### src/hdl/bmpu_pkg.sv
// ----------------------------------------------------------------------------
// bmpu_pkg
// Shared types and constants of the BMP pixel to RGBA unpacker.
// ----------------------------------------------------------------------------
package bmpu_pkg;

  localparam int DIM_W  = 13;  // width / height / counters
  localparam int PX_W   = 32;  // gathered pixel, up to four bytes
  localparam int BYTE_W = 8;

  localparam logic [BYTE_W-1:0] COLOR_KEY = 8'h01;
  localparam logic [BYTE_W-1:0] OPAQUE    = 8'hff;

  // pixel formats
  localparam logic [1:0] FMT_PAL8  = 2'd0;
  localparam logic [1:0] FMT_RGB16 = 2'd1;
  localparam logic [1:0] FMT_BGR24 = 2'd2;
  localparam logic [1:0] FMT_BGRA  = 2'd3;

  // configuration register indexes
  localparam logic [1:0] CFG_FORMAT = 2'd0;
  localparam logic [1:0] CFG_WIDTH  = 2'd1;
  localparam logic [1:0] CFG_HEIGHT = 2'd2;

  // request kinds on in_tuser
  localparam logic REQ_PALETTE = 1'b0;
  localparam logic REQ_PIXEL   = 1'b1;

  // completed pixel waiting for its palette read
  typedef struct packed {
    logic            valid;
    logic            last;
    logic            pal_hit;
    logic [PX_W-1:0] px;
  } pix_stage_t;

endpackage

### src/hdl/bmpu_gather.sv
// ----------------------------------------------------------------------------
// bmpu_gather
// Byte gathering, row padding and column/row counting; issues the palette
// read and loads the pixel stage when a pixel completes.
// ----------------------------------------------------------------------------
module bmpu_gather
  import bmpu_pkg::*;
#(
  parameter int PAL_ENTRIES = 256
) (
  input  logic              clk,
  input  logic              rst_n,
  input  logic              acc,        // pixel data byte accepted
  input  logic [BYTE_W-1:0] data_byte,
  input  logic [1:0]        fmt,
  input  logic [DIM_W-1:0]  eff_width,
  input  logic [DIM_W-1:0]  eff_height,
  input  logic              stage_ready,
  output logic              rd_en,
  output logic [BYTE_W-1:0] rd_idx,
  output pix_stage_t        stage_r
);

  logic [23:0]      gather_r, gather_nxt;
  logic [1:0]       bip_r, bip_nxt;
  logic [DIM_W-1:0] col_r, col_nxt;
  logic [1:0]       pad_r, pad_nxt;
  logic [DIM_W-1:0] row_r, row_nxt;
  pix_stage_t       stage_nxt;

  logic             completes;
  logic [PX_W-1:0]  px;
  logic             row_end;
  logic             img_end;
  logic [2:0]       bpp;
  logic [1:0]       row_bytes_lo;

  always_comb begin
    completes = (pad_r == 2'd0) && (bip_r >= fmt);
    case (bip_r)
      2'd0:    px = {24'd0, data_byte};
      2'd1:    px = {16'd0, data_byte, gather_r[7:0]};
      2'd2:    px = {8'd0, data_byte, gather_r[15:0]};
      default: px = {data_byte, gather_r};
    endcase
    row_end      = ({1'b0, col_r} + 14'd1) >= {1'b0, eff_width};
    img_end      = ({1'b0, row_r} + 14'd1) >= {1'b0, eff_height};
    bpp          = {1'b0, fmt} + 3'd1;
    row_bytes_lo = 2'(eff_width[1:0] * bpp[1:0]);
  end

  assign rd_en  = acc && completes;
  assign rd_idx = px[BYTE_W-1:0];

  always_comb begin
    gather_nxt = gather_r;
    bip_nxt    = bip_r;
    col_nxt    = col_r;
    pad_nxt    = pad_r;
    row_nxt    = row_r;
    if (acc) begin
      if (pad_r != 2'd0) begin
        pad_nxt = pad_r - 2'd1;
      end else if (!completes) begin
        case (bip_r)
          2'd0:    gather_nxt = {gather_r[23:8], data_byte};
          2'd1:    gather_nxt = {gather_r[23:16], data_byte, gather_r[7:0]};
          default: gather_nxt = {data_byte, gather_r[15:0]};
        endcase
        bip_nxt = bip_r + 2'd1;
      end else begin
        gather_nxt = 24'd0;
        bip_nxt    = 2'd0;
        if (row_end) begin
          col_nxt = '0;
          pad_nxt = 2'd0 - row_bytes_lo;  // pad up to a multiple of 4 bytes
          row_nxt = img_end ? '0 : row_r + 1'b1;
        end else begin
          col_nxt = col_r + 1'b1;
        end
      end
    end
  end

  always_comb begin
    stage_nxt = stage_r;
    if (stage_ready) begin
      stage_nxt.valid   = rd_en;
      stage_nxt.last    = row_end && img_end;
      stage_nxt.pal_hit = {1'b0, px[BYTE_W-1:0]} < 9'(PAL_ENTRIES);
      stage_nxt.px      = px;
    end
  end

  always_ff @(posedge clk) begin
    if (!rst_n) begin
      gather_r      <= '0;
      bip_r         <= '0;
      col_r         <= '0;
      pad_r         <= '0;
      row_r         <= '0;
      stage_r.valid <= 1'b0;
    end else begin
      gather_r      <= gather_nxt;
      bip_r         <= bip_nxt;
      col_r         <= col_nxt;
      pad_r         <= pad_nxt;
      row_r         <= row_nxt;
      stage_r.valid <= stage_nxt.valid;
    end
    stage_r.last    <= stage_nxt.last;
    stage_r.pal_hit <= stage_nxt.pal_hit;
    stage_r.px      <= stage_nxt.px;
  end

endmodule

### config.mk
export PLATFORM = sky130hd
export DESIGN_NAME = bmpu_gather
export DESIGN_NICKNAME = d
export VERILOG_FILES = /design/src/hdl/bmpu_pkg.sv /design/src/hdl/bmpu_gather.sv
export SDC_FILE = /design/constraint.sdc
export NUM_CORES = 1
export LEC_CHECK = 0
export ABC_AREA = 1
export BUFFER_PORTS_ARGS = -buffer_cell sky130_fd_sc_hd__buf_2
export CELL_PAD_IN_SITES_DETAIL_PLACEMENT = 2
export CELL_PAD_IN_SITES_GLOBAL_PLACEMENT = 2
export CORE_AREA = 2 2 168 129
export DETAILED_ROUTE_END_ITERATION = 10
export DIE_AREA = 0 0 170 131
export PLACE_DENSITY = 0.68
export REMOVE_ABC_BUFFERS = 1
export SLEW_MARGIN = 0
export SYNTH_ARGS = -nofsm -noshare
export SYNTH_HDL_FRONTEND = slang
export SYNTH_SLANG_ARGS = --single-unit
### constraint.sdc
create_clock -name clk -period 3 [get_ports clk]
set_input_delay 0.15 -clock clk [delete_from_list [all_inputs] [get_ports clk]]
set_output_delay 0.15 -clock clk [all_outputs]
set_load 0.01 [all_outputs]
Word level (Yosys, flattened, before mapping)
Cells that the tools add are included.

word-level totals
  memory bits (read-only) = 0
  output and inout port bits = 44
  input port bits = 40
  RAM bits = 0
  word-level logic and storage cells = 53
  flip-flop bits (word level) = 88
  memories = 0
  latch bits = 0

operators by class
  divide/modulo/power cells = 0
  $lt $le $gt $ge = 3
  eq/ne operators = 4
  add/sub/neg operators = 8
  $mul = 1
  shift operators = 0
  muxes and demuxes = 9
  reductions and logical operators = 17
  bitwise logic cells = 1

operators with widths
  operator                                          count
  case mux 32 bit (3 select lines)                  1
  case mux 24 bit (2 select lines)                  1
  adder 13 x 1 -> 14 bit, second input constant     2
  greater-or-equal comparator 14 x 13 -> 1 bit      2
  adder 13 x 1 -> 13 bit, second input constant     2
  2-to-1 mux 13 bit                                 2
  2-to-1 mux 24 bit                                 1
  AND reduction 4 bit                               4
  nonzero test 2 bit                                5
  2-to-1 mux 2 bit                                  4
  AND reduction 3 bit                               2
  adder 2 x 1 -> 2 bit, second input constant       2
  zero test 2 bit                                   2
  inequality test 2 bit, second input constant      2
  logical AND 1 bit                                 3
  == test 2 x 1 -> 1 bit, second input constant     1
  == test 2 bit, second input constant              1
  greater-or-equal comparator 2 bit                 1
  multiplier 2 x 2 -> 2 bit                         1
  AND reduction 2 bit                               1
  subtractor 1 x 2 -> 2 bit, first input constant   1
  subtractor 2 x 1 -> 2 bit, second input constant  1
  NOT 1 bit                                         1

Depth between registers and ports, before layout
  depth in word-level cells = 6
  gate-level depth with buffers = 22
  depth with buffers taken out = 21

Least setup slack after synthesis
No wires, ideal clock.

  path kind = register to register
  from = register col_r[0]
  to = register row_r[3]
  data arrival time = 2.414 ns
  path buffers = 1
  data required time = 2.859 ns
  setup slack = 0.445 ns
  setup time = 0.141 ns
  period minus slack after synthesis = 2.555 ns
  cell stages (with the launch flop) = 20
  cells stage by stage = dfxtp_1 > ha_1 > nand3_1 > nor2_1 > nand3_1 > nor2_1 > nand2_1 > xor2_1 > inv_1 > ha_1 > nand2_1 > nor2_1 > nand4_1 > nor2_1 > nand2_2 > nand2_4 > nand2_4 > buf_4 > nand2_1 > a21oi_2

between the ends
  word-level cells in the longest chain between the ends = 3

RTL lines
  element                                       RTL line            source
  start, declared                               bmpu_gather.sv:26   logic [DIM_W-1:0] col_r, col_nxt;
  start signal, assigned                        bmpu_gather.sv:106  col_r <= col_nxt;
  adder 13 x 1 -> 14 bit                        bmpu_gather.sv:46   row_end = ({1'b0, col_r} + 14'd1) >= {1'b0, eff_width};
  greater-or-equal comparator 14 x 13 -> 1 bit  bmpu_gather.sv:46
  AND reduction 4 bit (no source line)          --
  end signal, assigned                          bmpu_gather.sv:108  row_r <= row_nxt;
  end, declared                                 bmpu_gather.sv:28   logic [DIM_W-1:0] row_r, row_nxt;

No other way between the ends.
A chain may end at the register's enable or synchronous reset.

Final worst setup path
  from = register row_r[1]
  to = register row_r[3]

between the ends
  word-level cells in the longest chain between the ends = 3
  elaborated cells on any way between the ends = 4
  those cells by class = add/sub: 2; order compare: 1; mux: 1

RTL lines
  element                                       RTL line           source
  adder 13 x 1 -> 14 bit                        bmpu_gather.sv:47  img_end = ({1'b0, row_r} + 14'd1) >= {1'b0, eff_height};
  greater-or-equal comparator 14 x 13 -> 1 bit  bmpu_gather.sv:47
  2-to-1 mux 13 bit *                           bmpu_gather.sv:77  row_nxt = img_end ? '0 : row_r + 1'b1;

Every way passes the cells marked *; elsewhere a longest branch is shown, timed or not.

==> load_flow_metrics.sql <==
INSERT INTO impl_metrics (metric_group, metric, value, unit) VALUES
('setup_path', 'worst_ep_arrival_time', '3.00', 'ns'),
('power_and_ir_drop', 'power.clock.fraction', '38.5', '%'),
('yosys', 'yosys_register_bits', '88', ''),
('die', 'core_region_area', '20700', 'um^2'),
('cells_and_area', 'layout_cells_sized_above_1', '23.8', '%'),
('clock_tree', 'clkTransAtPathRegs', '0.07', 'ns'),
('placed_design', 'finalWeightedCongestion', '0.793', ''),
('clock_tree', 'cts_tree', 'yes', ''),
('clock_tree', 'cts-root-buf', 'sky130_fd_sc_hd__clkbuf_16', ''),
('setup_path', 'slowest_stage_cell_on_the_critical_path', 'sky130_fd_sc_hd__dfxtp_1', ''),
('global_route', 'met2_track_demand_over_resource_in_global_routing', '25.5', '%'),
('power_and_ir_drop', 'seq_power_share', '47.6', '%'),
('timing', 'holdWs', '0.120', 'ns'),
('timing', 'max_clock_freq', '367', 'MHz'),
('power_and_ir_drop', 'power.combinational.fraction', '13.9', '%'),
('power_and_ir_drop', 'power.internal', '2010', 'uW'),
('die', 'placementRows', '46', ''),
('power_and_ir_drop', 'swShare', '28.4', '%'),
('setup_path', 'cpLargestDelayFamily', 'simple AND/OR/NAND/NOR gates', ''),
('placed_design', 'dp_hpwl', '11500', 'um'),
('setup_path', 'cp_max_fo', '7', ''),
('drt', 'drtPass1Iterations', '4', ''),
('job', 'max_cap_viol_count', '0', ''),
('global_route', 'grt.total_usage', '14.2', '%'),
('drt', 'drt_iter0_drc', '131', ''),
('global_route', 'grt_pass1_wl', '24700', 'um'),
('drt', 'totalWireLength', '15700', 'um'),
('setup_path', 'path_class', 'reg -> reg', ''),
('die', 'die_w', '170', 'um'),
('timing', 'slew_at_the_pin_with_the_worst_max_slew_slack', '1.26', 'ns'),
('global_route', 'highest_utilization_routing_layer_at_the_global_route_stage', 'met2', ''),
('drt', 'wire_per_inst', '15.7', 'um'),
('setup_path', 'worst-path-buf-inv', '2', ''),
('min_path', 'hold_path.class', 'in -> reg', ''),
('die', 'dieHeight', '131', 'um'),
('clock_tree', 'cts_inserted_buffers', '9', ''),
('global_route', 'grt_overflow', '0', ''),
('setup_path', 'worstSetupStartpointType', 'register', ''),
('yosys', 'synth_cell_types', '38', ''),
('timing', 'final_min_period_over_clock_period', '90.9', '%'),
('timing', 'setup_tns', '0', 'ns'),
('cells_and_area', 'areaGrowthSynthToFinish', '22.3', '%'),
('drt', 'detailroute.via_count', '4546', ''),
('yosys', 'synth.yosys.seq_area_share', '41.1', '%'),
('die', 'initial_core_util', '24.6', '%'),
('cells_and_area', 'fin_nets', '807', ''),
('global_route', 'grt_start_max_net_pins', '38', ''),
('setup_path', 'timing.critical_path.required', '3.27', 'ns'),
('clock_tree', 'clk-insertion-delay-late', '0.35', 'ns'),
('status', 'outcome', 'complete, no violations', ''),
('yosys', 'yosys.area.top_type_share', '21.6', '%'),
('cells_and_area', 'layout.cells.most_common', 'sky130_fd_sc_hd__nand2_1', ''),
('timing', 'post-route-worst-setup-slack', '0.272', 'ns'),
('die', 'ios', '84', ''),
('drt', 'vias_per_cell', '4.54', ''),
('global_route', 'antenna_found_initial', '0', ''),
('power_and_ir_drop', 'total_power', '2800', 'uW'),
('drt', 'antenna_violating_nets_post_route', '0', ''),
('timing', 'finClkSkew', '0.00914', 'ns'),
('cells_and_area', 'most_frequent_cells_in_the_layout', 'sky130_fd_sc_hd__nand2_1, sky130_fd_sc_hd__inv_1, sky130_fd_sc_hd__buf_2', ''),
('cells_and_area', 'num-fill-cells', '2420', ''),
('timing', 'unrepaired_setup_endpoints_after_global_routing', 'true', ''),
('yosys', 'synth.largest_area_cell', 'sky130_fd_sc_hd__dfxtp_1', ''),
('clock_tree', 'cts_buffer_depth', '2', ''),
('drt', 'route.detailed.drc', '0', ''),
('yosys', 'postSynthAreaPerCell', '7.79', 'um^2'),
('cells_and_area', 'diodes', '0', ''),
('yosys', 'synth.top_cells.by_area', 'sky130_fd_sc_hd__dfxtp_1, sky130_fd_sc_hd__edfxtp_1, sky130_fd_sc_hd__nand2_1', ''),
('power_and_ir_drop', 'vdd_ir_drop_max', '225', 'uV'),
('die', 'fp.dieArea', '22300', 'um^2'),
('cells_and_area', 'finish.cell_count_without_fillers', '1002', '');
==> power by group through the flow <==
| stage | Sequential [uW] | Combinational (uW) | Clock [uW] |
|---|---|---|---|
| after CTS | 1330 | 393 | 1120 |
| after global placement | 1350 | 365 | 0 |
| after floorplan | 1370 | 195 | 0 |
| final | 1330 | 390 | 1080 |
| after detailed placement | 1360 | 383 | 0 |
| after global routing | 1340 | 439 | 1170 |
==> tightest hold or removal path, delay by kind of cell <==
kind | cells | cell delay (ns)
AOI/OAI and AO/OA | 1 | 0.06
buffers and inverters | 1 | 0.13
and+or+nand+nor | 1 | 0.08
==> cells by family (layout without fill, tap and decap cells) <==
logic type | after synthesis | count (layout) | share of synthesized area [%]
compound gates | 123 | 123 | 14.4
other cells | 1 | 1 | 0.0736
buf+inv | 151 | 233 | 12.5
xor+xnor | 15 | 15 | 2.58
fa+ha+maj | 34 | 34 | 8.35
flops | 88 | 88 | 41.1
simple gates | 242 | 244 | 21.0
==> Yosys cell counts (all sizes together) <==
cell type and n:
nand2 146, inv 117, a21oi 62, dfxtp 55
nor2 49, o21ai 36, ha 34, edfxtp 33
nand3 28, buf 19, clkbuf 12, nand4 12
xor2 12, a32o 8, o22ai 7, o31ai 7
nor3 5, clkinv 3, xnor2 3, o21bai 2
a21o 1, conb 1, nand3b 1, nor4 1
==> stage by stage <==
step,utilization [%],cell area [um^2]
detailed placement,27.7,5730
global placement,27.7,5730
global route,30.1,6230
finish,30.1,6230
floorplan,-,4910
CTS,29.3,6060
==> worst paths after layout <==
path | start | to | depth (start not counted)
setup / recovery | row_r[1] | row_r[3] | 18
hold / removal | data_byte[6] | gather_r[14] | 3
setup reg to reg | row_r[1] | row_r[3] | 18
hold reg to reg | gather_r[23] | gather_r[23] | 2
==> state kept, by name, indices dropped and copies added (netlist names) <==
name and flops:
row_r 13, stage_r 34, bip_r 2, col_r 13, gather_r 24, pad_r 2
==> timing repair <==
| item | 4_1_cts | 5_1_grt |
|---|---|---|
| setup buffers | 2 | 2 |
| pin swaps | 1 | 9 |
| resized for setup | 5 | 27 |
| cloned | 0 | 3 |
| endpoints found under the setup margin | 27 | 29 |
| endpoints found under the hold margin | 0 | 0 |
==> metal layers <==
| metal | routed length, um | vias up |
|---|---|---|
| met3 | 451 | 15 |
| met2 | 7640 | 67 |
| met4 | 188 | 0 |
| li1 | - | 2278 |
| met5 | 0 | - |
| met1 | 7450 | 2186 |
==> final cells by class <==
class / instances / area [um^2] / share of cell area, %
multi-input combinational: 417 / 2510 / 40.4
sequential: 88 / 2100 / 33.7
timing repair buffer: 96 / 528 / 8.48
inverter: 120 / 465 / 7.47
tap: 264 / 330 / 5.30
clock buffer: 9 / 225 / 3.62
clock inverter: 7 / 53.8 / 0.864
timing repair inverter: 1 / 11.3 / 0.181
Power figures use the tool's default switching activity.
