--- config.mk ---
export PLATFORM = sky130hd
export DESIGN_NAME = bmpu_convert
export DESIGN_NICKNAME = d
export VERILOG_FILES = /design/src/hdl/bmpu_pkg.sv /design/src/hdl/bmpu_convert.sv
export SDC_FILE = /design/constraint.sdc
export NUM_CORES = 1
export LEC_CHECK = 0
export ABC_AREA = 1
export CAP_MARGIN = 15
export CORE_ASPECT_RATIO = 0.8
export CORE_MARGIN = 3
export CORE_UTILIZATION = 26
export CTS_BUF_LIST = sky130_fd_sc_hd__clkbuf_16
export CTS_CLUSTER_SIZE = 30
export DETAILED_ROUTE_END_ITERATION = 10
export DONT_BUFFER_PORTS = 1
export PLACE_DENSITY = 0.35
export SLEW_MARGIN = 20
export SYNTH_ARGS = -nofsm -noshare
export SYNTH_HDL_FRONTEND = slang
export SYNTH_SLANG_ARGS = --single-unit
--- constraint.sdc ---
create_clock -name clk -period 3 [get_ports clk]
set_input_delay 0.6 -clock clk [delete_from_list [all_inputs] [get_ports clk]]
set_output_delay 0.6 -clock clk [all_outputs]
set_load 0.005 [all_outputs]
--- src/hdl/bmpu_pkg.sv ---
// ----------------------------------------------------------------------------
// bmpu_pkg
// Shared types and constants of the BMP pixel to RGBA unpacker.
// ----------------------------------------------------------------------------
package bmpu_pkg;

  localparam int DIM_W  = 13;  // width / height / counters
  localparam int PX_W   = 32;  // gathered pixel, up to four bytes
  localparam int BYTE_W = 8;

  localparam logic [BYTE_W-1:0] COLOR_KEY = 8'h01;
  localparam logic [BYTE_W-1:0] OPAQUE    = 8'hff;

  // pixel formats
  localparam logic [1:0] FMT_PAL8  = 2'd0;
  localparam logic [1:0] FMT_RGB16 = 2'd1;
  localparam logic [1:0] FMT_BGR24 = 2'd2;
  localparam logic [1:0] FMT_BGRA  = 2'd3;

  // configuration register indexes
  localparam logic [1:0] CFG_FORMAT = 2'd0;
  localparam logic [1:0] CFG_WIDTH  = 2'd1;
  localparam logic [1:0] CFG_HEIGHT = 2'd2;

  // request kinds on in_tuser
  localparam logic REQ_PALETTE = 1'b0;
  localparam logic REQ_PIXEL   = 1'b1;

  // completed pixel waiting for its palette read
  typedef struct packed {
    logic            valid;
    logic            last;
    logic            pal_hit;
    logic [PX_W-1:0] px;
  } pix_stage_t;

endpackage

--- src/hdl/bmpu_convert.sv ---
// ----------------------------------------------------------------------------
// bmpu_convert
// Format conversion to RGBA8888 and the output register.
// ----------------------------------------------------------------------------
module bmpu_convert
  import bmpu_pkg::*;
(
  input  logic              clk,
  input  logic              rst_n,
  input  pix_stage_t        stage,
  input  logic [PX_W-1:0]   pal_word,
  input  logic [1:0]        fmt,
  input  logic              out_ready,
  output logic              out_valid_r,
  output logic [BYTE_W-1:0] red_r,
  output logic [BYTE_W-1:0] green_r,
  output logic [BYTE_W-1:0] blue_r,
  output logic [BYTE_W-1:0] alpha_r,
  output logic              last_r
);

  logic [BYTE_W-1:0] b0, b1, b2, b3;
  logic [BYTE_W-1:0] red_nxt, green_nxt, blue_nxt, alpha_nxt;
  logic              load;
  logic              out_valid_nxt;

  assign b0 = stage.px[7:0];
  assign b1 = stage.px[15:8];
  assign b2 = stage.px[23:16];
  assign b3 = stage.px[31:24];

  always_comb begin
    red_nxt   = '0;
    green_nxt = '0;
    blue_nxt  = '0;
    alpha_nxt = '0;
    case (fmt)
      FMT_PAL8: begin
        if (stage.pal_hit) begin
          blue_nxt  = pal_word[7:0];
          green_nxt = pal_word[15:8];
          red_nxt   = pal_word[23:16];
          alpha_nxt = pal_word[31:24];
        end
      end
      FMT_RGB16: begin
        if (!(b0 == COLOR_KEY && b1 == COLOR_KEY)) begin
          red_nxt   = {b1[6:2], 3'b000};
          green_nxt = {b1[1:0], b0[7:5], 3'b000};
          blue_nxt  = {b0[4:0], 3'b000};
          alpha_nxt = OPAQUE;
        end
      end
      FMT_BGR24: begin
        if (!(b0 == COLOR_KEY && b1 == COLOR_KEY && b2 == COLOR_KEY)) begin
          red_nxt   = b2;
          green_nxt = b1;
          blue_nxt  = b0;
          alpha_nxt = OPAQUE;
        end
      end
      default: begin
        red_nxt   = b2;
        green_nxt = b1;
        blue_nxt  = b0;
        alpha_nxt = b3;
      end
    endcase
  end

  assign load          = stage.valid && (!out_valid_r || out_ready);
  assign out_valid_nxt = load || (out_valid_r && !out_ready);

  always_ff @(posedge clk) begin
    if (!rst_n) begin
      out_valid_r <= 1'b0;
    end else begin
      out_valid_r <= out_valid_nxt;
    end
    if (load) begin
      red_r   <= red_nxt;
      green_r <= green_nxt;
      blue_r  <= blue_nxt;
      alpha_r <= alpha_nxt;
      last_r  <= stage.last;
    end
  end

endmodule

# After elaboration in Yosys (flattened, before gate mapping)
# Index checks and enable logic that the tools add are counted.
# totals
regBits	34
latchBits	0
ramBits	0
mem_bits_ro	0
in_bits	72
out_inout_bits	34
elab_cells	36
mem_count	0
# classes
add_sub_neg	0
n_mul	0
div	0
order_cmp	0
eq_ne	5
shifts	0
muxes	16
bitwise	0
n_reduce_logical	9
# ops
cell	count
2-to-1 mux 8 bit	12
one-hot mux 8 bit (3 select lines)	4
equality test 8 x 1 -> 1 bit (second input constant)	3
logical AND 1 bit	4
equality test 2 x 1 -> 1 bit (second input constant)	1
equality test 2 bit (second input constant)	1
logical NOT 1 bit	2
logical NOT 2 bit	1
logical OR 1 bit	2

# Longest topological paths before layout
# Gate-level depths: netlist (run 1).
# depth
ltp_word	5
ltp_mapped	7
depth_no_buf	7

# Least setup slack after synthesis (run 1)
# No wires, ideal clock.
# synth_timing
path_type	input-to-reg
start	in stage[34] (netlist name)
end	reg alpha_r[0], enable pin
setup_time_ns	0.434
arrival_time_ns	2.265
required_time_ns	2.566
setup_slack_ns	0.301
path_stages	2
path_buffers	0
cell_sequence	inv_1 -> a21oi_1
# synth_via
elab_chain_cells	1
# synth_rtl
element	line_no	text
start, declared	bmpu_convert.sv:10	input pix_stage_t stage,
logical AND 1 bit	bmpu_convert.sv:71	assign load = stage.valid && (!out_valid_r || out_ready);
net load	bmpu_convert.sv:24	logic load;
end signal, assigned	bmpu_convert.sv:84	alpha_r <= alpha_nxt;
end, declared	bmpu_convert.sv:18	output logic [BYTE_W-1:0] alpha_r,
# The timed path passes the listed nets, and every way through them passes these cells.
# A chain may end at the register's enable or synchronous reset.

# Worst setup path after layout (run 1)
# layout_timing
start	reg out_valid_r
end	reg alpha_r[6], enable pin
# layout_via
elab_chain_cells	3
# layout_rtl
element	line_no	text
start, declared	bmpu_convert.sv:14	output logic out_valid_r,
start signal, assigned	bmpu_convert.sv:78	out_valid_r <= out_valid_nxt;
logical NOT 1 bit	bmpu_convert.sv:71	
logical OR 1 bit	bmpu_convert.sv:71	
logical AND 1 bit	bmpu_convert.sv:71	
net load	bmpu_convert.sv:24	
# The timed path passes the listed nets, and every way through them passes these cells.

==> out/qor.yml, run 1 <==
yosys:
  synthTopCellsByCount: "99 x nand2_1, 33 x edfxtp_1, 22 x nand4_1, 15 x nand3_1, 13 x nor2_1"
  synth-simple-area-share: 0.3769
  synth_top_family_by_area: "simple AND/OR/NAND/NOR gates"
  syn_nets: 283
  synth_ff_type: "edfxtp_1"
  synth_cell_types: 17
  avgSynthCellArea_sq_um: 8.764
  synth_top_cell_by_area: "edfxtp_1"
  synth-seq-cells: 34
  synth_compound_area_frac: 0.01150
  synthTopCellsByArea: "edfxtp_1 54%, nand2_1 20%, nand4_1 7.4%"
  muxShareOfSynthArea: 0
  synth_most_common_cell: "nand2_1"
  synth_warnings: 0
  synth_edf_count: 33
  netlist_instances: 211
  synthArstFlopShare: 0
  syn-cell-area_sq_um: 1849
  synth_xor_area_frac: 0
  yosysSeqAreaShare: 0.5467
  synth_fa_ha_area_frac: 0
  netlist.area_leader.share: 0.5359
worst_setup_path:
  r2r_slack_ns: 1.49
  cp_max_fo: 20
  critPathTopFamily: "compound AO/OA/AOI/OAI gates"
  crit_type: "flop to flop"
  path_buf_inv: 1
  startpoint_type: "flop"
  reg2reg_to: "alpha_r[6]$_DFFE_PP_"
  critPathCapture: "alpha_r[6]$_DFFE_PP_"
  critPathArrivalTime_ns: 1.47
  crit_path_max_incr_delay_ns: 0.44
  endpoint_kind: "flop"
  critPathSlowestCell: "a21oi_4"
  r2r-start: "out_valid_r$_SDFF_PN0_"
  ff2ff_path_depth: 2
  timing.critical_path.from: "out_valid_r$_SDFF_PN0_"
  cp_num_cells: 2
  worstPathRequired_ns: 2.95
  cp_cell_sequence: "a21oi_4 -> buf_4"
cts:
  clk_latency_ns: 0.28
  path_clk_slew_ns: 0.05
  cts_tree: "built"
  cts-root-buf: "clkbuf_16"
  cts_buffer_depth: 2
  postCtsHoldBufs: 0
  postCtsSetupBuffers: 0
  ctsHtreeMaxLevel: 2
  cts.sinks: 34
  cts_buffers: 5
  cts_resized: 0
finish:
  diodes: 0
  nets: 283
  stdcell_count: 296
  drive_gt1_frac: 0.08962
  area_growth_pct: 9.472
  fin_util: 0.3051
die:
  die_w_um: 100.3
  die_area_sq_um: 8167
  pin_count: 106
  fp.dieH_um: 81.43
  core_sq_um: 6636
  initial_core_util: 0.2787
  num_rows: 26
sta:
  relSlewSlack: 0.6409
  rsz0062_at_grt: "no"
  fmax_mhz: 660.2
  fin_skew_ns: 0.003557
  period_share: 0.5049
  finalMaxSlewViolations: 0
  fin_tns_setup_ns: 0
  worst_pin_slew_ns: 0.5378
  finalSetupViolations: 0
  final.min_clock_period_ns: 1.515
  finalWorstSetupSlack_ns: 1.485
  hold_violations: 0
placed_design:
  place_inst: 288
  place.port_buffers: 0
  dp_hpwl_um: 4240
  gp_routability_congestion: 0.7527
  dp_slack_ns: 1.197
power:
  p_sw_frac: 0.2324
  power.share.combinational: 0.079
  pwr-share-seq: 0.503
  power.density_nw_per_um2: 579.3
  clkPwrFrac: 0.418
  p_int_uw: 900.2
  p_leak_uw: 0.0007464
  ir_drop_v: 0.0001597
  power_switching_uw: 272.5
routing:
  firstDrtPassIters: 6
  drt_iter0_drc: 44
  num_vias: 1507
  totalWireLength_um: 5556
  drc: 0
  wl_per_cell_um: 18.77
  vias_per_cell: 5.091
  antenna_left: 0
job:
  max_cap_violations: 0
global_route:
  gr-usage-all-layers: 0.1336
  grt_pass1_vias: 1543
  grt.overflow.total: 0
  grt_max_degree: 33
  grt_pass1_wl_um: 8293
  grt_antenna_before_repair: 0
status:
  status: "complete, no violations"
worst_hold_path:
  min_path_type: "input pin to flop"
==> sequential cells by signal, summed over array words and instances (netlist names) <==
signal,flops
alpha_r,8
blue_r,8
green_r,8
last_r,1
out_valid_r,1
red_r,8
==> power groups by stage <==
stage / clock network [uW] / logic, uW / registers (uW)
after floorplan: 0 / 80.4 / 594
after global placement: 0 / 89.8 / 602
after detailed placement: 0 / 94.2 / 602
after CTS: 499 / 94.4 / 593
after global routing: 521 / 107 / 594
final: 490 / 92.2 / 590
==> layer usage <==
layer  routed length [um]  global-route usage  vias to the layer above
li1                     -                   -                      718
met4                   58             0.03499                        0
met3                  565             0.06537                        7
met2                 2582              0.2116                       69
met1                 2349              0.1633                      713
met5                    0                   0                        -
==> worst reg2reg max path, delay by kind of cell, from the launching register on <==
kind | cells | cell delay [ns]
compound gates | 1 | 0.44
buf+inv | 1 | 0.38
flops | 1 | 0.36
==> layout make-up <==
| class | instances | area (sq um) |
|---|---|---|
| fillers | 721 | 4612 |
| clock inverters | 3 | 12.51 |
| flip-flops and latches | 34 | 1011 |
| clock buffers | 5 | 125.1 |
| well taps | 84 | 105.1 |
| repair buffers | 1 | 7.507 |
| multi-input cells | 160 | 729.5 |
| inverters | 9 | 33.78 |
==> per-stage QoR <==
step           power [uW]  instance area [sq um]  hold WS, ns
2_1_floorplan       674.4                   1849       0.4770
3_3_place_gp        691.4                   1887       0.5274
3_5_place_dp        695.7                   1887       0.5671
4_1_cts              1186                   2024       0.4159
5_1_grt              1222                   2024       0.4102
6_report             1173                   2024       0.4194
==> worst min-delay path by stage <==
stage / startpoint / end / slack, ns / depth (start not counted)
floorplan: out_valid_r$_SDFF_PN0_ / out_valid_r$_SDFF_PN0_ / 0.48 / 2
global placement: out_valid_r$_SDFF_PN0_ / out_valid_r$_SDFF_PN0_ / 0.53 / 2
detailed placement: out_valid_r$_SDFF_PN0_ / out_valid_r$_SDFF_PN0_ / 0.57 / 2
CTS: stage[33] / last_r$_DFFE_PP_ / 0.42 / 0
global route: stage[33] / last_r$_DFFE_PP_ / 0.41 / 0
finish: stage[33] / last_r$_DFFE_PP_ / 0.42 / 0
==> cell usage in the layout (no fill, tap or decap), drive strengths merged <==
cell     count
o2111ai      1
nand4       22
inv         10
nor2        17
edfxtp      33
a21oi        1
clkinv       2
nand2      102
buf          1
dfxtp        1
a21boi       1
nand3       16
clkbuf       5
==> kinds of logic after synthesis <==
family | Yosys count
flops | 34
compound gates | 3
simple gates | 157
buf+inv | 17
No activity file was read; power rests on OpenSTA's default activity.
==> run 2, diff against run 1 <==
==> constraint.sdc (replaced) <==
create_clock -name clk -period 1.5 [get_ports clk]
set_input_delay 0.3 -clock clk [delete_from_list [all_inputs] [get_ports clk]]
set_output_delay 0.3 -clock clk [all_outputs]
set_load 0.005 [all_outputs]
==> run 2 against run 1 <==
Compared with the run above:
- hold slack lost 0.30 ns
- register-to-register slack got worse by 1.1 ns
- clock-buffer cell count is the same
- worst setup slack got worse by 1.1 ns
- flip-flop and latch count unchanged
- design area up 2.3%
- clock power increased by 100%
- core utilization increased by 0.70 points
- via count is 3.4% lower
- power up 100%
- cell count is 1.4% higher
- largest cell class unchanged
- highest routed layer unchanged
==> out/qor.yml, run 2 (same netlist as run 1, synthesis figures left out) <==
status:
  status: "complete, no violations"
sta:
  fin_skew_ns: 0.005934  # +0.002378 ns
  rsz0062_at_grt: "no"
  finalSetupViolations: 0  # unchanged
  worst_pin_slew_ns: 0.4231  # -0.1147 ns
  relSlewSlack: 0.7173  # +0.07633
  whs_ns: 0.1175  # -0.3018 ns
  hold_violations: 0  # unchanged
  finalMaxSlewViolations: 0  # unchanged
  final.min_clock_period_ns: 1.099
  fin_tns_setup_ns: 0  # unchanged
  period_share: 0.7326
  fmax_mhz: 910.0
die:
  num_rows: 26  # unchanged
  die_w_um: 100.3  # unchanged
  pin_count: 106  # unchanged
  fp.dieH_um: 81.43  # unchanged
  die_area_sq_um: 8167  # unchanged
  core_sq_um: 6636  # unchanged
  initial_core_util: 0.2787  # unchanged
power:
  ir_drop_v: 0.0004002  # +150%
  p_int_uw: 1816  # +100%
  power.density_nw_per_um2: 1141  # +97%
  power.share.combinational: 0.083  # +0.004
  p_leak_uw: 0.0007662  # +2.6%
  p_sw_frac: 0.2310  # -0.001426
  power_switching_uw: 545.5  # +100%
  finalPower_uw: 2362  # +100%
  pwr-share-seq: 0.499  # -0.004
  clkPwrFrac: 0.418  # about the same
cts:
  ctsHtreeMaxLevel: 2  # unchanged
  postCtsHoldBufs: 0  # unchanged
  cts-root-buf: "clkbuf_16"
  cts_resized: 0  # unchanged
  cts_tree: "built"
  postCtsSetupBuffers: 0  # unchanged
  path_clk_slew_ns: 0.06  # about the same
  cts_buffer_depth: 2  # unchanged
  cts.sinks: 34  # unchanged
  clk_latency_ns: 0.27  # about the same
  cts_buffers: 5  # unchanged
worst_setup_path:
  cp_max_fo: 8  # -60%
  reg2reg_to: "red_r[4]$_DFFE_PP_"
  crit_type: "input pin to flop"
  ff2ff_path_depth: 2  # unchanged
  startpoint_type: "input pin"
  r2r_slack_ns: 0.41  # -1.08 ns
  endpoint_kind: "flop"
  worstPathRequired_ns: 1.50  # -1.45 ns
  r2r-start: "out_valid_r$_SDFF_PN0_"
  critPathArrivalTime_ns: 1.10  # -0.37 ns
routing:
  wl_met2_um: 2599  # +0.66%
  wl_met1_um: 2147  # -8.6%
  vias_per_cell: 4.853  # -4.7%
  totalWireLength_um: 5506  # -0.90%
  top_layer_used: "met4"
  antenna_left: 0  # unchanged
  drt_iter0_drc: 91  # +110%
  wl_met3_um: 750  # +33%
  firstDrtPassIters: 4  # -2
  drc: 0  # unchanged
  wl_per_cell_um: 18.35  # -2.2%
  num_vias: 1456  # -3.4%
finish:
  diodes: 0  # unchanged
  mostFrequentLayoutCells: "99 x nand2_1, 33 x edfxtp_1, 22 x nand4_1"
  area_growth_pct: 11.98
  drive_gt1_frac: 0.1111  # +0.02149
  stdcell_count: 300  # +1.4%
  nets: 287  # +1.4%
  final_common_cell: "nand2_1"
global_route:
  gr-usage-all-layers: 0.1360  # +0.002369
  grt_max_degree: 23  # -30%
  grt_pass1_vias: 1512  # -2.0%
  grt_pass1_wl_um: 8300  # about the same
  grt_antenna_before_repair: 0  # unchanged
  grt.overflow.total: 0  # unchanged
worst_hold_path:
  min_path_type: "input pin to flop"
  holdPathStages: 0  # unchanged
  hold_start: "stage[33]"
  whs_endpoint: "last_r$_DFFE_PP_"
placed_design:
  place_inst: 292  # +1.4%
  dp_hpwl_um: 4362  # +2.9%
  place.port_buffers: 0  # unchanged
  gp_routability_congestion: 0.7582  # +0.73%
job:
  max_cap_violations: 0  # unchanged
==> run 2: worst max-delay path, cell delays in order <==
cell and delay [ns]:
nor2_1 0.11, nand3_1 0.09, nor2_2 0.15, nand2_1 0.13
nand2_2 0.19, nand4_1 0.13
==> run 2: layer usage <==
layer  vias up  global-route usage
met3         2             0.07555
met1       656              0.1549
met4         0             0.03230
met2        72              0.2242
li1        726                   -
met5         -                   0
==> run 2: stage by stage <==
stage | util | setup WS (ns) | instance area (sq um)
2_1_floorplan | - | 0.1470 | 1861
3_3_place_gp | 0.2907 | 0.1005 | 1929
3_5_place_dp | 0.2907 | 0.1076 | 1929
4_1_cts | 0.3120 | 0.3920 | 2071
5_1_grt | 0.3120 | 0.2320 | 2071
6_report | 0.3120 | 0.4010 | 2071
==> run 2: how the worst max path moves through the flow <==
stage / from / end / slack [ns] / cells past startpoint
global placement: stage[22] / blue_r[1]$_DFFE_PP_ / 0.10 / 6
CTS: out_valid_r$_SDFF_PN0_ / green_r[1]$_DFFE_PP_ / 0.39 / 2
detailed placement: stage[22] / blue_r[1]$_DFFE_PP_ / 0.11 / 6
global route: stage[22] / green_r[0]$_DFFE_PP_ / 0.23 / 6
floorplan: out_ready / alpha_r[0]$_DFFE_PP_ / 0.15 / 2
finish: stage[1] / alpha_r[5]$_DFFE_PP_ / 0.40 / 6
==> run 2: area by class of cell <==
cell class / count / area (sq um)
Clock buffer: 5 / 125.1
Clock inverter: 3 / 16.27
Tap cell: 84 / 105.1
Inverter: 9 / 33.78
Fill cell: 723 / 4566
Multi-Input combinational cell: 160 / 729.5
Sequential cell: 34 / 1011
Timing Repair Buffer: 5 / 50.05
==> run 2: power groups by stage <==
stage	Clock, uW	Combinational, uW	Sequential [uW]
floorplan	0	164	1190
global placement	0	196	1200
detailed placement	0	200	1200
CTS	1020	199	1180
global route	1070	227	1190
finish	987	196	1180
==> run 3, diff against run 2 <==
--- a/config.mk
+++ b/config.mk
@@ -5,7 +5,7 @@
 export SDC_FILE = /design/constraint.sdc
 export NUM_CORES = 1
 export LEC_CHECK = 0
-export ABC_AREA = 1
+export ABC_AREA = 0
 export CAP_MARGIN = 15
 export CORE_ASPECT_RATIO = 0.8
 export CORE_MARGIN = 3
==> constraint.sdc (replaced) <==
create_clock -name clk -period 1.11 [get_ports clk]
set_input_delay 0.222 -clock clk [delete_from_list [all_inputs] [get_ports clk]]
set_output_delay 0.222 -clock clk [all_outputs]
set_load 0.005 [all_outputs]
==> run 3 against run 2 <==
Compared with the run above:
- the flow now finishes with violations (setup timing)
- die area fell by 14%
- cell count fell by 28%
- non-clock buffer count rose by 6
- core utilization rose by 5.4 points
- register-to-register slack got worse by 0.45 ns
- wire length fell by 12%
- clock-buffer cell count did not move
- power rose by 34%
- via count fell by 21%
- first-iteration DRC count rose by 13%
- global-route usage fell by 0.47 points
==> out/qor.yml, run 3 <==
global_route:
  grt_antenna_before_repair: 0  # unchanged
  grt.overflow.total: 0  # unchanged
  grt_pass1_wl_um: 6865  # -17%
  grt_pass1_vias: 1222  # -19%
  grt_max_degree: 26  # +13%
  gr-usage-all-layers: 0.1313  # -0.004673
routing:
  firstDrtPassIters: 5  # +1
  drc: 0  # unchanged
  drt_iter0_drc: 103  # +13%
  antenna_left: 0  # unchanged
  vias_per_cell: 5.343  # +10%
  wl_per_cell_um: 22.35  # +22%
  num_vias: 1154  # -21%
  totalWireLength_um: 4828  # -12%
yosys:
  synthTopCellsByCount: "33 x edfxtp_1, 18 x inv_1, 16 x a21oi_1, 15 x a222oi_1, 10 x nor2_1"
  synthTopCellsByArea: "edfxtp_1 63%, a222oi_1 9.5%, a21oi_1 5.1%"
  netlist_instances: 129  # -39%
  synth-simple-area-share: 0.08070  # -0.2962
  muxShareOfSynthArea: 0  # unchanged
  avgSynthCellArea_sq_um: 12.26  # +40%
  synth_top_cell_by_area: "edfxtp_1"
  yosysSeqAreaShare: 0.6392  # +0.09256
  synthArstFlopShare: 0  # unchanged
  synth_warnings: 0  # unchanged
  synth_most_common_cell: "edfxtp_1"
  synth_edf_count: 33  # unchanged
  synth_xor_area_frac: 0  # unchanged
  synth_fa_ha_area_frac: 0  # unchanged
  synth_ff_type: "edfxtp_1"
  synth_cell_types: 22  # +5
  synth-seq-cells: 34  # unchanged
  netlist.area_leader.share: 0.6266  # +0.09072
  syn_nets: 201  # -29%
  synth_compound_area_frac: 0.2025  # +0.1910
  synth_top_family_by_area: "compound AO/OA/AOI/OAI gates"
  syn-cell-area_sq_um: 1582  # -14%
power:
  power.share.combinational: 0.101  # +0.018
  power.density_nw_per_um2: 1528  # +34%
  p_sw_frac: 0.2095  # -0.02148
  pwr-share-seq: 0.499  # about the same
  clkPwrFrac: 0.400  # -0.018
  power_switching_uw: 664.4  # +22%
  p_int_uw: 2507  # +38%
  p_leak_uw: 0.0007647  # -0.18%
  ir_drop_v: 0.0005533  # +38%
worst_setup_path:
  timing.critical_path.from: "stage[2]"
  cp_num_cells: 5  # -1
  path_buf_inv: 2  # +2
  critPathTopFamily: "compound AO/OA/AOI/OAI gates"
  endpoint_kind: "flop"
  worstPathRequired_ns: 1.12  # -0.38 ns
  r2r-start: "out_valid_r$_SDFF_PN0_"
  cp_max_fo: 18  # +10
  cp_cell_sequence: "nor4b_4 -> a41oi_2 -> buf_12 -> a222oi_1 -> inv_1"
  ff2ff_path_depth: 4  # +2
  critPathArrivalTime_ns: 1.37  # +0.27 ns
  crit_path_max_incr_delay_ns: 0.35  # +0.16 ns
  startpoint_type: "input pin"
  crit_type: "input pin to flop"
  critPathSlowestCell: "nor4b_4"
die:
  core_sq_um: 5675  # -14%
  die_w_um: 93.20  # -7.1%
  num_rows: 24  # -7.7%
  fp.dieH_um: 75.76  # -7.0%
  die_area_sq_um: 7060  # -14%
  initial_core_util: 0.2787  # about the same
  pin_count: 106  # unchanged
placed_design:
  place.port_buffers: 0  # unchanged
  gp_routability_congestion: 0.7295  # -3.8%
  place_inst: 205  # -30%
  dp_hpwl_um: 3614  # -17%
  dp_slack_ns: -0.4788  # -0.5864 ns
worst_hold_path:
  min_path_type: "input pin to flop"
  hold_start: "stage[33]"
  holdPathStages: 0  # unchanged
finish:
  diodes: 0  # unchanged
  mostFrequentLayoutCells: "33 x edfxtp_1, 20 x inv_1, 15 x a222oi_1"
  nets: 210  # -27%
  stdcell_count: 216  # -28%
  fill_cells: 565  # -22%
  drive_gt1_frac: 0.2464  # +0.1353
  area_growth_pct: 31.25
  final_common_cell: "edfxtp_1"
sta:
  relSlewSlack: 0.7760  # +0.05878
  fin_tns_setup_ns: -3.611  # -3.611 ns
  fin_skew_ns: 0.002592  # -0.003342 ns
  period_share: 1.223
  rsz0062_at_grt: "yes"
  finalMaxSlewViolations: 0  # unchanged
  finalSetupViolations: 47  # +47
  hold_violations: 0  # unchanged
  fmax_mhz: 736.4
  worst_pin_slew_ns: 0.3359  # -0.08716 ns
  finalWorstSetupSlack_ns: -0.2479  # -0.6490 ns
  final.min_clock_period_ns: 1.358
status:
  violations: "setup timing"
  status: "complete, but fails checks"
cts:
  cts-root-buf: "clkbuf_16"
  cts.sinks: 34  # unchanged
  cts_buffers: 5  # unchanged
  cts_buffer_depth: 2  # unchanged
  ctsHtreeMaxLevel: 2  # unchanged
  path_clk_slew_ns: 0.05  # about the same
  clk_latency_ns: 0.27  # about the same
  cts_tree: "built"
  postCtsHoldBufs: 0  # unchanged
job:
  max_cap_violations: 0  # unchanged
[run 3: cell count changes after synthesis, moves of 4 or more]
cell	delta
nand2_1	-95
nand4_1	-20
a21oi_1	+15
a222oi_1	+15
nand3_1	-15
inv_1	+12
a22o_1	+5
buf_6	-5
buf_2	+4
o21ai_0	+4
[run 3: final cells by class]
class	count	area, sq um	share of cell area
Multi-Input combinational cell	68	574.3	0.2767
Timing Repair Buffer	11	191.4	0.09222
Inverter	18	67.56	0.03255
Clock inverter	2	7.507	0.003617
Tap cell	78	97.59	0.04702
Clock buffer	5	125.1	0.06028
Sequential cell	34	1012	0.4876
[run 3: worst reg2reg max path: stages, from the launching register on]
cell,delay (ns)
dfxtp_2,0.32
nor2b_4,0.13
nor2b_4,0.12
buf_12,0.14
buf_12,0.15
[run 3: stage by stage]
step | total power (uW) | util | hold slack, ns | cell area (sq um)
3_5_place_dp | 1880 | 0.3230 | 0.3210 | 1833
6_report | 3171 | 0.3657 | 0.04794 | 2076
4_1_cts | 3170 | 0.3483 | 0.04240 | 1977
3_3_place_gp | 1875 | 0.3230 | 0.3210 | 1833
5_1_grt | 3301 | 0.3657 | 0.03540 | 2076
2_1_floorplan | 1796 | - | 0.3209 | 1685
[run 3: cells by family after synthesis]
| logic type | Yosys count |
|---|---|
| AND/OR/NAND/NOR | 25 |
| flip-flops | 34 |
| buffers and inverters | 27 |
| AO/OA/AOI/OAI | 43 |
[run 3: final timing paths]
check | to | slack [ns]
worst max-delay path | red_r[5]$_DFFE_PP_ | -0.25
worst min-delay path | last_r$_DFFE_PP_ | 0.05
worst max register to register | blue_r[5]$_DFFE_PP_ | -0.04
worst min register to register | out_valid_r$_SDFF_PN0_ | 0.64
[run 3: repair_timing]
action | 4_1_cts | 5_1_grt
setup buffers | 1 | 2
setup endpoints to repair | 25 | 44
pin swaps | 3 | 2
gates resized for setup | 4 | 4
gates cloned | 0 | 3
[run 3: power by group through the flow]
stage | Combinational (uW) | Clock, uW | Sequential, uW
after detailed placement | 271 | 0 | 1610
after floorplan | 205 | 0 | 1590
after CTS | 275 | 1310 | 1590
after global placement | 263 | 0 | 1610
final | 320 | 1270 | 1580
after global routing | 354 | 1350 | 1590
[run 3: routing by layer]
| metal | share of wire | GRT usage | wire, um | up-vias |
|---|---|---|---|---|
| met1 | 0.42 | 0.1614 | 2011 | 556 |
| met3 | 0.11 | 0.05824 | 530 | 2 |
| met5 | 0 | 0 | 0 | - |
| met2 | 0.47 | 0.2107 | 2262 | 74 |
| met4 | 0.0048 | 0.04065 | 23 | 0 |
| li1 | - | - | - | 522 |
